==> config.mk <==
export PLATFORM = sky130hd
export DESIGN_NAME = kermit_packet_deframer
export DESIGN_NICKNAME = d
export VERILOG_FILES = /design/src/design/kpd_pkg.sv /design/src/design/kpd_regs.sv /design/src/design/kpd_parser.sv /design/src/design/kpd_out_buf.sv /design/src/design/kermit_packet_deframer.sv
export VERILOG_INCLUDE_DIRS = /design/src /design/src/design
export SDC_FILE = /design/constraint.sdc
export NUM_CORES = 1
export LEC_CHECK = 0
export BUFFER_PORTS_ARGS = -buffer_cell sky130_fd_sc_hd__buf_2
export CORE_UTILIZATION = 56
export DETAILED_ROUTE_END_ITERATION = 12
export PLACE_DENSITY = 0.81
export SYNTH_ARGS = -nofsm -noshare
export SYNTH_HDL_FRONTEND = slang
export SYNTH_SLANG_ARGS = --single-unit
==> constraint.sdc <==
create_clock -name clk -period 6.52 [get_ports clk]
set_input_delay 1.304 -clock clk [delete_from_list [all_inputs] [get_ports clk]]
set_output_delay 1.304 -clock clk [all_outputs]
set_load 0.1 [all_outputs]
==> src/design/kermit_packet_deframer_macros.svh <==
// Assertion macros shared by the deframer modules (clk and rst must be in scope).
`ifndef KERMIT_PACKET_DEFRAMER_MACROS_SVH
`define KERMIT_PACKET_DEFRAMER_MACROS_SVH

// Same-cycle implication, disabled during reset
`define KPD_ASSERT_NOW(label, ante, cons, msg) \
  label: assert property (@(posedge clk) disable iff (rst) (ante) |-> (cons)) \
    else $error(msg);

// Next-cycle implication, disabled during reset
`define KPD_ASSERT_NEXT(label, ante, cons, msg) \
  label: assert property (@(posedge clk) disable iff (rst) (ante) |=> (cons)) \
    else $error(msg);

`endif

==> src/design/kpd_pkg.sv <==
// Shared types and constants for the Kermit packet deframer.
package kpd_pkg;

  // Configuration port
  localparam int unsigned KPD_ADDR_W = 3;
  localparam int unsigned KPD_DATA_W = 32;

  typedef enum logic {
    REG_START_MARK = 1'b0,
    REG_QUOTE_CHAR = 1'b1
  } reg_idx_t;

  localparam logic [7:0] START_MARK_RESET = 8'd1;
  localparam logic [7:0] QUOTE_CHAR_RESET = 8'd35;

  // Protocol constants
  localparam logic [7:0] MIN_LEN_CHAR = 8'd35;   // length char for length 3
  localparam logic [7:0] CHAR_BIAS    = 8'd32;   // printable offset (unchar)
  localparam logic [7:0] QUOTE_FLIP   = 8'd64;   // ctl() toggle bit
  localparam logic [6:0] MAX_DATA     = 7'd127;  // saturated data count

  typedef enum logic [2:0] {
    PH_HUNT = 3'd0,
    PH_LEN  = 3'd1,
    PH_SEQ  = 3'd2,
    PH_TYPE = 3'd3,
    PH_DATA = 3'd4,
    PH_CHK  = 3'd5
  } phase_t;

  typedef enum logic [1:0] {
    KIND_DATA      = 2'd0,
    KIND_GOOD      = 2'd1,
    KIND_BAD       = 2'd2,
    KIND_MALFORMED = 2'd3
  } kind_t;

  typedef struct packed {
    logic [7:0] start_mark;
    logic [7:0] quote_char;
  } cfg_t;

  typedef struct packed {
    kind_t      kind;
    logic [7:0] data_byte;
    logic [5:0] seq_num;
    logic [7:0] packet_kind;
  } result_t;

endpackage

==> src/design/kpd_regs.sv <==
// APB-style configuration registers: start mark and quote character.
module kpd_regs
  import kpd_pkg::*;
(
  input  logic                  clk,
  input  logic                  rst,
  input  logic                  psel,
  input  logic                  penable,
  input  logic                  pwrite,
  input  logic [KPD_ADDR_W-1:0] paddr,
  input  logic [KPD_DATA_W-1:0] pwdata,
  output logic [KPD_DATA_W-1:0] prdata,
  output logic                  pready,
  output cfg_t                  cfg
);

  reg_idx_t reg_idx;
  logic     wr_en;

  assign reg_idx = reg_idx_t'(paddr[2]);
  assign wr_en   = psel && penable && pwrite;
  assign pready  = 1'b1;

  // Register writes
  always_ff @(posedge clk) begin
    if (rst) begin
      cfg.start_mark <= START_MARK_RESET;
      cfg.quote_char <= QUOTE_CHAR_RESET;
    end else if (wr_en) begin
      case (reg_idx)
        REG_START_MARK: cfg.start_mark <= pwdata[7:0];
        REG_QUOTE_CHAR: cfg.quote_char <= pwdata[7:0];
        default: ;
      endcase
    end
  end

  // Read mux
  always_comb begin
    case (reg_idx)
      REG_START_MARK: prdata = {{(KPD_DATA_W-8){1'b0}}, cfg.start_mark};
      REG_QUOTE_CHAR: prdata = {{(KPD_DATA_W-8){1'b0}}, cfg.quote_char};
      default:        prdata = '0;
    endcase
  end

endmodule

==> src/design/kpd_parser.sv <==
// Packet parser: per-byte state update and result decode.
module kpd_parser
  import kpd_pkg::*;
(
  input  logic       clk,
  input  logic       rst,
  input  cfg_t       cfg,
  input  logic       accept,
  input  logic [7:0] rx_byte,
  output logic       res_valid,
  output result_t    res
);

  phase_t     phase, phase_next;
  logic [6:0] remaining, remaining_next;
  logic [7:0] sum_acc, sum_acc_next;
  logic [5:0] seq_hold, seq_hold_next;
  logic [7:0] type_hold, type_hold_next;
  logic       quote_pending, quote_pending_next;

  logic [7:0] len_cnt;
  logic [7:0] seq_char;
  logic [7:0] sum_add;
  logic [6:0] rem_dec;
  logic       is_quote;
  logic [5:0] chk_low;
  logic [7:0] chk;

  // Shared arithmetic
  assign len_cnt  = rx_byte - MIN_LEN_CHAR;
  assign seq_char = rx_byte - CHAR_BIAS;
  assign sum_add  = sum_acc + rx_byte;
  assign rem_dec  = remaining - 7'd1;
  assign is_quote = (rx_byte == cfg.quote_char);
  // type 1 check: fold top two bits into the low six, make printable
  assign chk_low  = sum_acc[5:0] + {4'd0, sum_acc[7:6]};
  assign chk      = {2'b00, chk_low} + CHAR_BIAS;

  // Next state
  always_comb begin
    phase_next         = phase;
    remaining_next     = remaining;
    sum_acc_next       = sum_acc;
    seq_hold_next      = seq_hold;
    type_hold_next     = type_hold;
    quote_pending_next = quote_pending;
    case (phase)
      PH_LEN: begin
        if (rx_byte < MIN_LEN_CHAR) begin
          phase_next = PH_HUNT;
        end else begin
          remaining_next     = len_cnt[7] ? MAX_DATA : len_cnt[6:0];
          sum_acc_next       = rx_byte;
          quote_pending_next = 1'b0;
          phase_next         = PH_SEQ;
        end
      end
      PH_SEQ: begin
        seq_hold_next = seq_char[5:0];
        sum_acc_next  = sum_add;
        phase_next    = PH_TYPE;
      end
      PH_TYPE: begin
        type_hold_next = rx_byte;
        sum_acc_next   = sum_add;
        phase_next     = (remaining != 7'd0) ? PH_DATA : PH_CHK;
      end
      PH_DATA: begin
        sum_acc_next   = sum_add;
        remaining_next = rem_dec;
        if (quote_pending) begin
          quote_pending_next = 1'b0;
        end else if (is_quote) begin
          quote_pending_next = 1'b1;
        end
        // last data char: a dangling quote is dropped
        if (rem_dec == 7'd0) begin
          quote_pending_next = 1'b0;
          phase_next         = PH_CHK;
        end
      end
      PH_CHK: begin
        phase_next         = PH_HUNT;
        quote_pending_next = 1'b0;
      end
      default: begin
        phase_next = (rx_byte == cfg.start_mark) ? PH_LEN : PH_HUNT;
      end
    endcase
  end

  // Result decode
  always_comb begin
    res_valid       = 1'b0;
    res.kind        = KIND_DATA;
    res.data_byte   = 8'd0;
    res.seq_num     = seq_hold;
    res.packet_kind = type_hold;
    case (phase)
      PH_LEN: begin
        if (rx_byte < MIN_LEN_CHAR) begin
          res_valid       = 1'b1;
          res.kind        = KIND_MALFORMED;
          res.seq_num     = 6'd0;
          res.packet_kind = 8'd0;
        end
      end
      PH_DATA: begin
        if (quote_pending) begin
          res_valid     = 1'b1;
          res.data_byte = is_quote ? rx_byte : (rx_byte ^ QUOTE_FLIP);
        end else if (!is_quote) begin
          res_valid     = 1'b1;
          res.data_byte = rx_byte;
        end
      end
      PH_CHK: begin
        res_valid = 1'b1;
        res.kind  = (rx_byte == chk) ? KIND_GOOD : KIND_BAD;
      end
      default: ;
    endcase
  end

  // State registers
  always_ff @(posedge clk) begin
    if (rst) begin
      phase         <= PH_HUNT;
      remaining     <= 7'd0;
      sum_acc       <= 8'd0;
      seq_hold      <= 6'd0;
      type_hold     <= 8'd0;
      quote_pending <= 1'b0;
    end else if (accept) begin
      phase         <= phase_next;
      remaining     <= remaining_next;
      sum_acc       <= sum_acc_next;
      seq_hold      <= seq_hold_next;
      type_hold     <= type_hold_next;
      quote_pending <= quote_pending_next;
    end
  end

`include "kermit_packet_deframer_macros.svh"

  `KPD_ASSERT_NOW(a_data_count, phase == PH_DATA, remaining != 7'd0, "data phase with zero count")
  `KPD_ASSERT_NEXT(a_chk_to_hunt, accept && phase == PH_CHK, phase == PH_HUNT, "no hunt after checksum")
  `KPD_ASSERT_NEXT(a_last_data, accept && phase == PH_DATA && remaining == 7'd1, phase == PH_CHK && !quote_pending, "last data char mishandled")

endmodule

==> src/design/kpd_out_buf.sv <==
// Two-entry result buffer between the parser and the output channel.
module kpd_out_buf
  import kpd_pkg::*;
(
  input  logic    clk,
  input  logic    rst,
  input  logic    push,
  input  result_t push_data,
  output logic    full,
  output logic    out_valid,
  input  logic    out_ready,
  output result_t out_data
);

  result_t    slot [2];
  logic       wr_ptr;
  logic       rd_ptr;
  logic [1:0] count;
  logic       pop;

  assign pop       = out_valid && out_ready;
  assign out_valid = (count != 2'd0);
  assign full      = (count == 2'd2);
  assign out_data  = slot[rd_ptr];

  // Entry storage
  always_ff @(posedge clk) begin
    if (push) begin
      slot[wr_ptr] <= push_data;
    end
  end

  // Pointers and fill count
  always_ff @(posedge clk) begin
    if (rst) begin
      wr_ptr <= 1'b0;
      rd_ptr <= 1'b0;
      count  <= 2'd0;
    end else begin
      if (push) wr_ptr <= ~wr_ptr;
      if (pop)  rd_ptr <= ~rd_ptr;
      case ({push, pop})
        2'b10:   count <= count + 2'd1;
        2'b01:   count <= count - 2'd1;
        default: ;
      endcase
    end
  end

`include "kermit_packet_deframer_macros.svh"

  `KPD_ASSERT_NOW(a_no_overflow, push, !full, "push into full buffer")
  `KPD_ASSERT_NOW(a_count_range, 1'b1, count != 2'd3, "fill count out of range")
  `KPD_ASSERT_NEXT(a_push_only, push && !pop, count == $past(count) + 2'd1, "push not counted")

endmodule

==> src/design/kermit_packet_deframer.sv <==
// Kermit packet deframer: hunts for the start mark, parses length, sequence
// and type, emits unquoted data bytes and reports the type 1 checksum result
// (good, bad, or malformed length). The parser state updates at acceptance
// and any result lands in a two-entry output buffer the same edge, so a byte
// can be accepted every cycle as long as the output side keeps draining.
// in_ready drops only while both buffer entries hold undelivered results.
// Data bytes reported before a bad checksum must be discarded downstream.
// Configuration (start mark at address 0, quote character at address 4) is
// to be written over the APB port only while the block is idle; the block
// itself does not enforce this.
module kermit_packet_deframer
  import kpd_pkg::*;
(
  input  logic                  clk,
  input  logic                  rst,
  input  logic                  psel,
  input  logic                  penable,
  input  logic                  pwrite,
  input  logic [KPD_ADDR_W-1:0] paddr,
  input  logic [KPD_DATA_W-1:0] pwdata,
  output logic [KPD_DATA_W-1:0] prdata,
  output logic                  pready,
  input  logic                  in_valid,
  output logic                  in_ready,
  input  logic [7:0]            rx_byte,
  output logic                  out_valid,
  input  logic                  out_ready,
  output logic [1:0]            kind,
  output logic [7:0]            data_byte,
  output logic [5:0]            seq_num,
  output logic [7:0]            packet_kind
);

  cfg_t    cfg;
  logic    accept;
  logic    res_valid;
  result_t res;
  logic    buf_full;
  result_t out_data;

  assign in_ready = !buf_full;
  assign accept   = in_valid && in_ready;

  kpd_regs u_regs (
    .clk     (clk),
    .rst     (rst),
    .psel    (psel),
    .penable (penable),
    .pwrite  (pwrite),
    .paddr   (paddr),
    .pwdata  (pwdata),
    .prdata  (prdata),
    .pready  (pready),
    .cfg     (cfg)
  );

  kpd_parser u_parser (
    .clk       (clk),
    .rst       (rst),
    .cfg       (cfg),
    .accept    (accept),
    .rx_byte   (rx_byte),
    .res_valid (res_valid),
    .res       (res)
  );

  kpd_out_buf u_out_buf (
    .clk       (clk),
    .rst       (rst),
    .push      (accept && res_valid),
    .push_data (res),
    .full      (buf_full),
    .out_valid (out_valid),
    .out_ready (out_ready),
    .out_data  (out_data)
  );

  // Result fields
  assign kind        = out_data.kind;
  assign data_byte   = out_data.data_byte;
  assign seq_num     = out_data.seq_num;
  assign packet_kind = out_data.packet_kind;

endmodule

; ---- Word-level counts from Yosys, hierarchy flattened
; Memories as Yosys holds them, arrays and structs flattened. A register that Yosys moved wholly into a read port is not among the register bits.
; Index checks and enable logic that the tools add are counted.
[op_classes]
order_cmp = 1
n_addsub = 8
n_mux = 34
bitwise_logic = 4
eq_ne = 13
n_reduce_logical = 22
[op_table]
columns = operator, count
row1 = case mux 32 bit (2 select lines), 1
row2 = 2-to-1 mux 8 bit, 4
row3 = 2-to-1 mux 14 bit, 2
row4 = 2-to-1 mux 7 bit, 3
row5 = equality test 8 bit, 2
row6 = case mux 8 bit (2 select lines), 1
row7 = case mux 3 bit (5 select lines), 1
row8 = case mux 7 bit (2 select lines), 1
row9 = 2-to-1 mux 1 bit, 13
row10 = AND reduction 2 bit, 5
row11 = AND reduction 3 bit, 3
row12 = adder 8 bit, 1
row13 = equality test 8 x 7 -> 1 bit, 1
row14 = less-than comparator 8 x 6 -> 1 bit (second input constant), 1
row15 = case mux 2 bit (2 select lines), 2
row16 = nonzero test 2 bit, 4
row17 = subtractor 8 x 6 -> 8 bit (second input constant), 1
row18 = adder 6 x 6 -> 7 bit (second input constant), 1
row19 = zero test 7 bit, 1
row20 = nonzero test 7 bit, 1
row21 = subtractor 7 x 1 -> 7 bit (second input constant), 1
row22 = adder 6 x 2 -> 6 bit, 1
row23 = equality test 3 x 2 -> 1 bit (second input constant), 2
row24 = equality test 3 bit (second input constant), 2
row25 = 16 further kinds, 27
[totals]
out_inout_bits = 59
regBits = 53
memories = 1
wordCells = 94
ramBits = 48
in_bits = 50
[mem_list]
columns = name, depth, word_bits, rd, rd_clocked_by_memory_dff, wr, line_no
row1 = u_out_buf.slot, 2, 24, 1, 1, 1, kpd_out_buf.sv:15  ; result_t slot [2];

; ---- Longest topological paths before layout
[depth]
word_depth = 7
ltp_mapped = 10
depth_no_buf = 9

; ---- Hierarchy
; A second synthesis with hierarchy kept.
[hier_totals]
cells_unflattened = 545
area_unflattened_um2 = 5606.6
[modules_own_cells]
columns = module, seq_area_each_um2, instances, area_each_um2, cells_each
row1 = kpd_parser, 660.6, 1, 2645.0, 343
row2 = kpd_out_buf, 1541.5, 1, 1941.9, 98
row3 = kpd_regs, 320.3, 1, 1001.0, 101
row4 = kermit_packet_deframer, 0.0, 1, 18.8, 3

; ---- Worst setup path before layout
; Ideal clock, no wire load.
[synth_path]
kind = in2reg
from = input rx_byte[4]
to = memory u_out_buf.slot[1][0] in the netlist's numbering, enable pin
path_stages = 6
path_buffers = 1
setup_ps = 406
t_arrival_ps = 3419
slack_ps = 2694
t_required_ps = 6114
path_cell_list = buf_2 o41ai_2 nand2_1 o21ai_1 a32oi_1 nor2_1
[synth_between]
elab_chain_len = 7
word_cells_on_any_way = 9
classes_between = 1 x order compare / 1 x eq/ne / 6 x mux / 1 x reduce/logical
[synth_lines]
columns = item, line_no
row1 = from (decl), kermit_packet_deframer.sv:25  ; input logic [7:0] rx_byte,
row2 = branches (longest 3 deep; another with less-than comparator 8 x 6 -> 1 bit), -
row3 = case mux 1 bit (3 select lines) (*), kpd_parser.sv:99  ; case (phase)
row4 = logical AND 1 bit (*), kermit_packet_deframer.sv:70  ; .push (accept && res_valid),
row5 = 2-to-1 mux 1 bit (*), kpd_out_buf.sv:28  ; if (push) begin
row6 = 2-to-1 mux 1 bit (implied by the code) (*), kpd_out_buf.sv:29  ; slot[wr_ptr] <= push_data;
row7 = to (decl), kpd_out_buf.sv:15
; Mark *: on every way between the ends.

; ---- Worst setup path in the final report
[layout_path]
from = input rx_byte[0]
to = memory u_out_buf.slot[1][23] in the netlist's numbering, enable pin
; The elaborated chain is that of the path after synthesis.

==> impl_metrics.env <==
export IMPL_status="finished, final reports clean"
export IMPL_cts_root_buf="clkbuf_8"
export IMPL_cellLeakagePower_nw=2.19
export IMPL_synth_cell_types=57
export IMPL_endpoint_kind="flip-flop"
export IMPL_routedWlPerCell_um=15.3
export IMPL_worstPathCellList="buf_2 -> ha_1 -> o41ai_2 -> nand2_1 -> o21ai_1 -> a32oi_1 -> nor2_2 -> buf_4"
export IMPL_hold_slack_ps=485
export IMPL_final_hold_viol_count=0
export IMPL_synth_cells=559
export IMPL_crit_path_max_incr_delay_ps=520
export IMPL_yosysSeqAreaShare_pct=46.1
export IMPL_yosys_warnings=0
export IMPL_num_vias=4072
export IMPL_critPathMaxFanout=15
export IMPL_max_freq_ghz=0.272
export IMPL_numPortBuffers=57
export IMPL_grt_pass1_vias=3958
export IMPL_utilization_pct=63.0
export IMPL_std_cell_rows=35
export IMPL_cts_hold_buffers_added=0
export IMPL_drv_slew=0
export IMPL_core_area_sq_um=9370
export IMPL_gp_congestion=0.919
export IMPL_cap_violations=0
export IMPL_rrSetupSlack_ps=3650
export IMPL_firstDrtPassIters=4
export IMPL_worstSetupStartpointType="input port"
export IMPL_final_common_cell="nand2_1"
export IMPL_io_pin_count=109
export IMPL_pre_cts_ws_ps=2470
export IMPL_setup_viol=0
export IMPL_power_density_nw_per_um2=201
export IMPL_clk_pin_slew_ps=100
export IMPL_dieArea_sq_um=10200
export IMPL_clk_latency_ps=380
export IMPL_initialDrtViolationCount=359
export IMPL_die_x_um=101
export IMPL_post_route_drc_count=0
export IMPL_finClkSkew_ps=14.6
export IMPL_dieHeight_um=101
export IMPL_htreeDepth=3
export IMPL_rsz0062_at_grt="false"
export IMPL_grt_max_degree=52
export IMPL_final_nets=665
export IMPL_post_cts_buffers=0
export IMPL_dp_cells=715
export IMPL_layout_common_cells="61 x nand2_1, 57 x buf_2, 54 x dfxtp_1"
export IMPL_antenna_found_initial=0
export IMPL_syn_area_per_cell_sq_um=9.80
export IMPL_insertedDiodeCount=0
export IMPL_clockBufferDepth=2
export IMPL_crit_end="u_out_buf.slot[1][23]$_DFFE_PP_"
export IMPL_max_slew_margin_pct=29.0
export IMPL_crit_type="input port to flip-flop"
export IMPL_reg2reg_from="u_parser.phase[2]$_SDFFE_PP0P_"
export IMPL_viasPerCell=5.58
export IMPL_hold_class="flip-flop to flip-flop"
export IMPL_post_cts_resized=0
export IMPL_synth_seq_cells=102
export IMPL_ys_flop_type="dfxtp_1"
export IMPL_max_vdd_ir_drop_uv=118
export IMPL_syn_area_sq_um=5480
export IMPL_grt_pass1_wl_um=18700
export IMPL_slowest_stage="nor2_2"
export IMPL_rr_worst_depth=6
export IMPL_min_period_ps=3670
export IMPL_cts_sink_count=102
export IMPL_async_reset_ff_share_pct=0
export IMPL_cts_made_buffers=9
export IMPL_groute_usage_overall_pct=23.6
export IMPL_timing_setup_tns_ps=0
export IMPL_synth_edff_count=48
export IMPL_dp_hpwl_um=7710
export IMPL_worst_slew_pin_slew_ps=1060
export IMPL_wl_um=11100
export IMPL_finalCritPeriodShare_pct=56.3
export IMPL_grt_ovfl_total=0
export IMPL_ant_nets=0
export IMPL_layout_setup_ws_ps=2850
export IMPL_startpoint="rx_byte[0]"
export IMPL_start_util_pct=58.4
export IMPL_cts_tree="built"
export IMPL_area_growth_pct=7.84
export IMPL_finalNonFillerCells=730
export IMPL_arrival_ps=3740
export IMPL_r2r_end="u_parser.sum_acc[7]$_SDFFE_PP0P_"
export IMPL_crit_required_ps=6590
export IMPL_drive_gt1_share_pct=19.1
[critical path, delay by kind of cell]
| kind | cells | cell delay (ps) |
|---|---|---|
| and+or+nand+nor | 2 | 760 |
| buffers and inverters | 2 | 560 |
| AOI/OAI and AO/OA | 3 | 810 |
| adders and majority gates | 1 | 300 |
[registers in the layout (all words and copies together) (netlist names), named ones only]
signal and cells:
u_out_buf.slot 48, u_regs.cfg 16, u_parser.sum_acc 8, u_parser.type_hold 8
u_parser.remaining 7, u_parser.seq_hold 6, u_parser.phase 3, u_out_buf.count 2
u_out_buf.rd_ptr 1, u_out_buf.wr_ptr 1, u_parser.quote_pending 1
[routing by layer]
layer	wire [um]	GRT usage, %	vias up
met5	0	0	-
met4	196	8.81	0
met3	706	5.76	18
met2	5460	41.0	131
met1	4770	28.4	1927
li1	-	-	1996
[cell usage after synthesis (all sizes together), types with 6 or more instances]
cell type / number / area, sq um
mux2i: 11 / 110
xor2: 22 / 193
a21oi: 38 / 194
ha: 16 / 200
edfxtp: 48 / 1440
nor3: 11 / 55.1
nand2: 61 / 229
xnor2: 15 / 131
or3: 7 / 48.8
inv: 13 / 48.8
buf: 30 / 213
and2: 17 / 106
o21ai: 17 / 85.1
nor4: 6 / 43.8
dfxtp: 54 / 1080
nand3: 14 / 70.1
nand2b: 6 / 40.0
a311oi: 6 / 52.6
nor2: 49 / 184
clkbuf: 25 / 93.8
mux2: 32 / 360
[power breakdown]
group / switching (mW) / internal, mW
Combinational: 0.120 / 0.0248
Clock: 0.231 / 0.143
Sequential: 0.00238 / 0.666
Total: 0.353 / 0.834
[how the worst min path moves through the flow]
stage                                  startpoint                            endpoint  cells past startpoint
6_report               u_regs.cfg[2]$_SDFFE_PP0P_          u_regs.cfg[2]$_SDFFE_PP0P_                      2
5_1_grt        u_parser.type_hold[7]$_SDFFE_PP0P_  u_parser.type_hold[7]$_SDFFE_PP0P_                      2
4_1_cts                u_regs.cfg[2]$_SDFFE_PP0P_          u_regs.cfg[2]$_SDFFE_PP0P_                      2
3_5_place_dp           u_regs.cfg[2]$_SDFFE_PP0P_          u_regs.cfg[2]$_SDFFE_PP0P_                      2
3_3_place_gp    u_parser.seq_hold[5]$_SDFFE_PP0P_   u_parser.seq_hold[5]$_SDFFE_PP0P_                      2
2_1_floorplan  u_parser.type_hold[5]$_SDFFE_PP0P_  u_parser.type_hold[5]$_SDFFE_PP0P_                      2
[layout make-up]
type | instances | area, sq um
timing repair buffer | 59 | 300
inverter | 13 | 48.8
clock inverter | 6 | 58.8
tap | 129 | 161
multi-input combinational | 412 | 2690
clock buffer | 9 | 124
fill | 827 | 3470
sequential | 102 | 2520
[cell families after synthesis]
logic type,after synthesis,synth area share [%]
AO/OA/AOI/OAI,96,11.4
AND/OR/NAND/NOR,193,17.0
other,2,0.137
XOR/XNOR,37,5.92
multiplexers,43,8.59
flip-flops,102,46.1
adder cells (fa/ha/maj),18,4.39
buffers and inverters,68,6.49
[stage by stage]
| stage | power, mW | area, sq um |
|---|---|---|
| after floorplan | 0.816 | 5560 |
| after global placement | 0.825 | 5720 |
| after detailed placement | 0.827 | 5720 |
| after CTS | 1.20 | 5910 |
| after global routing | 1.23 | 5910 |
| final | 1.19 | 5910 |
Note: power is estimated with default switching activity, not from simulation.
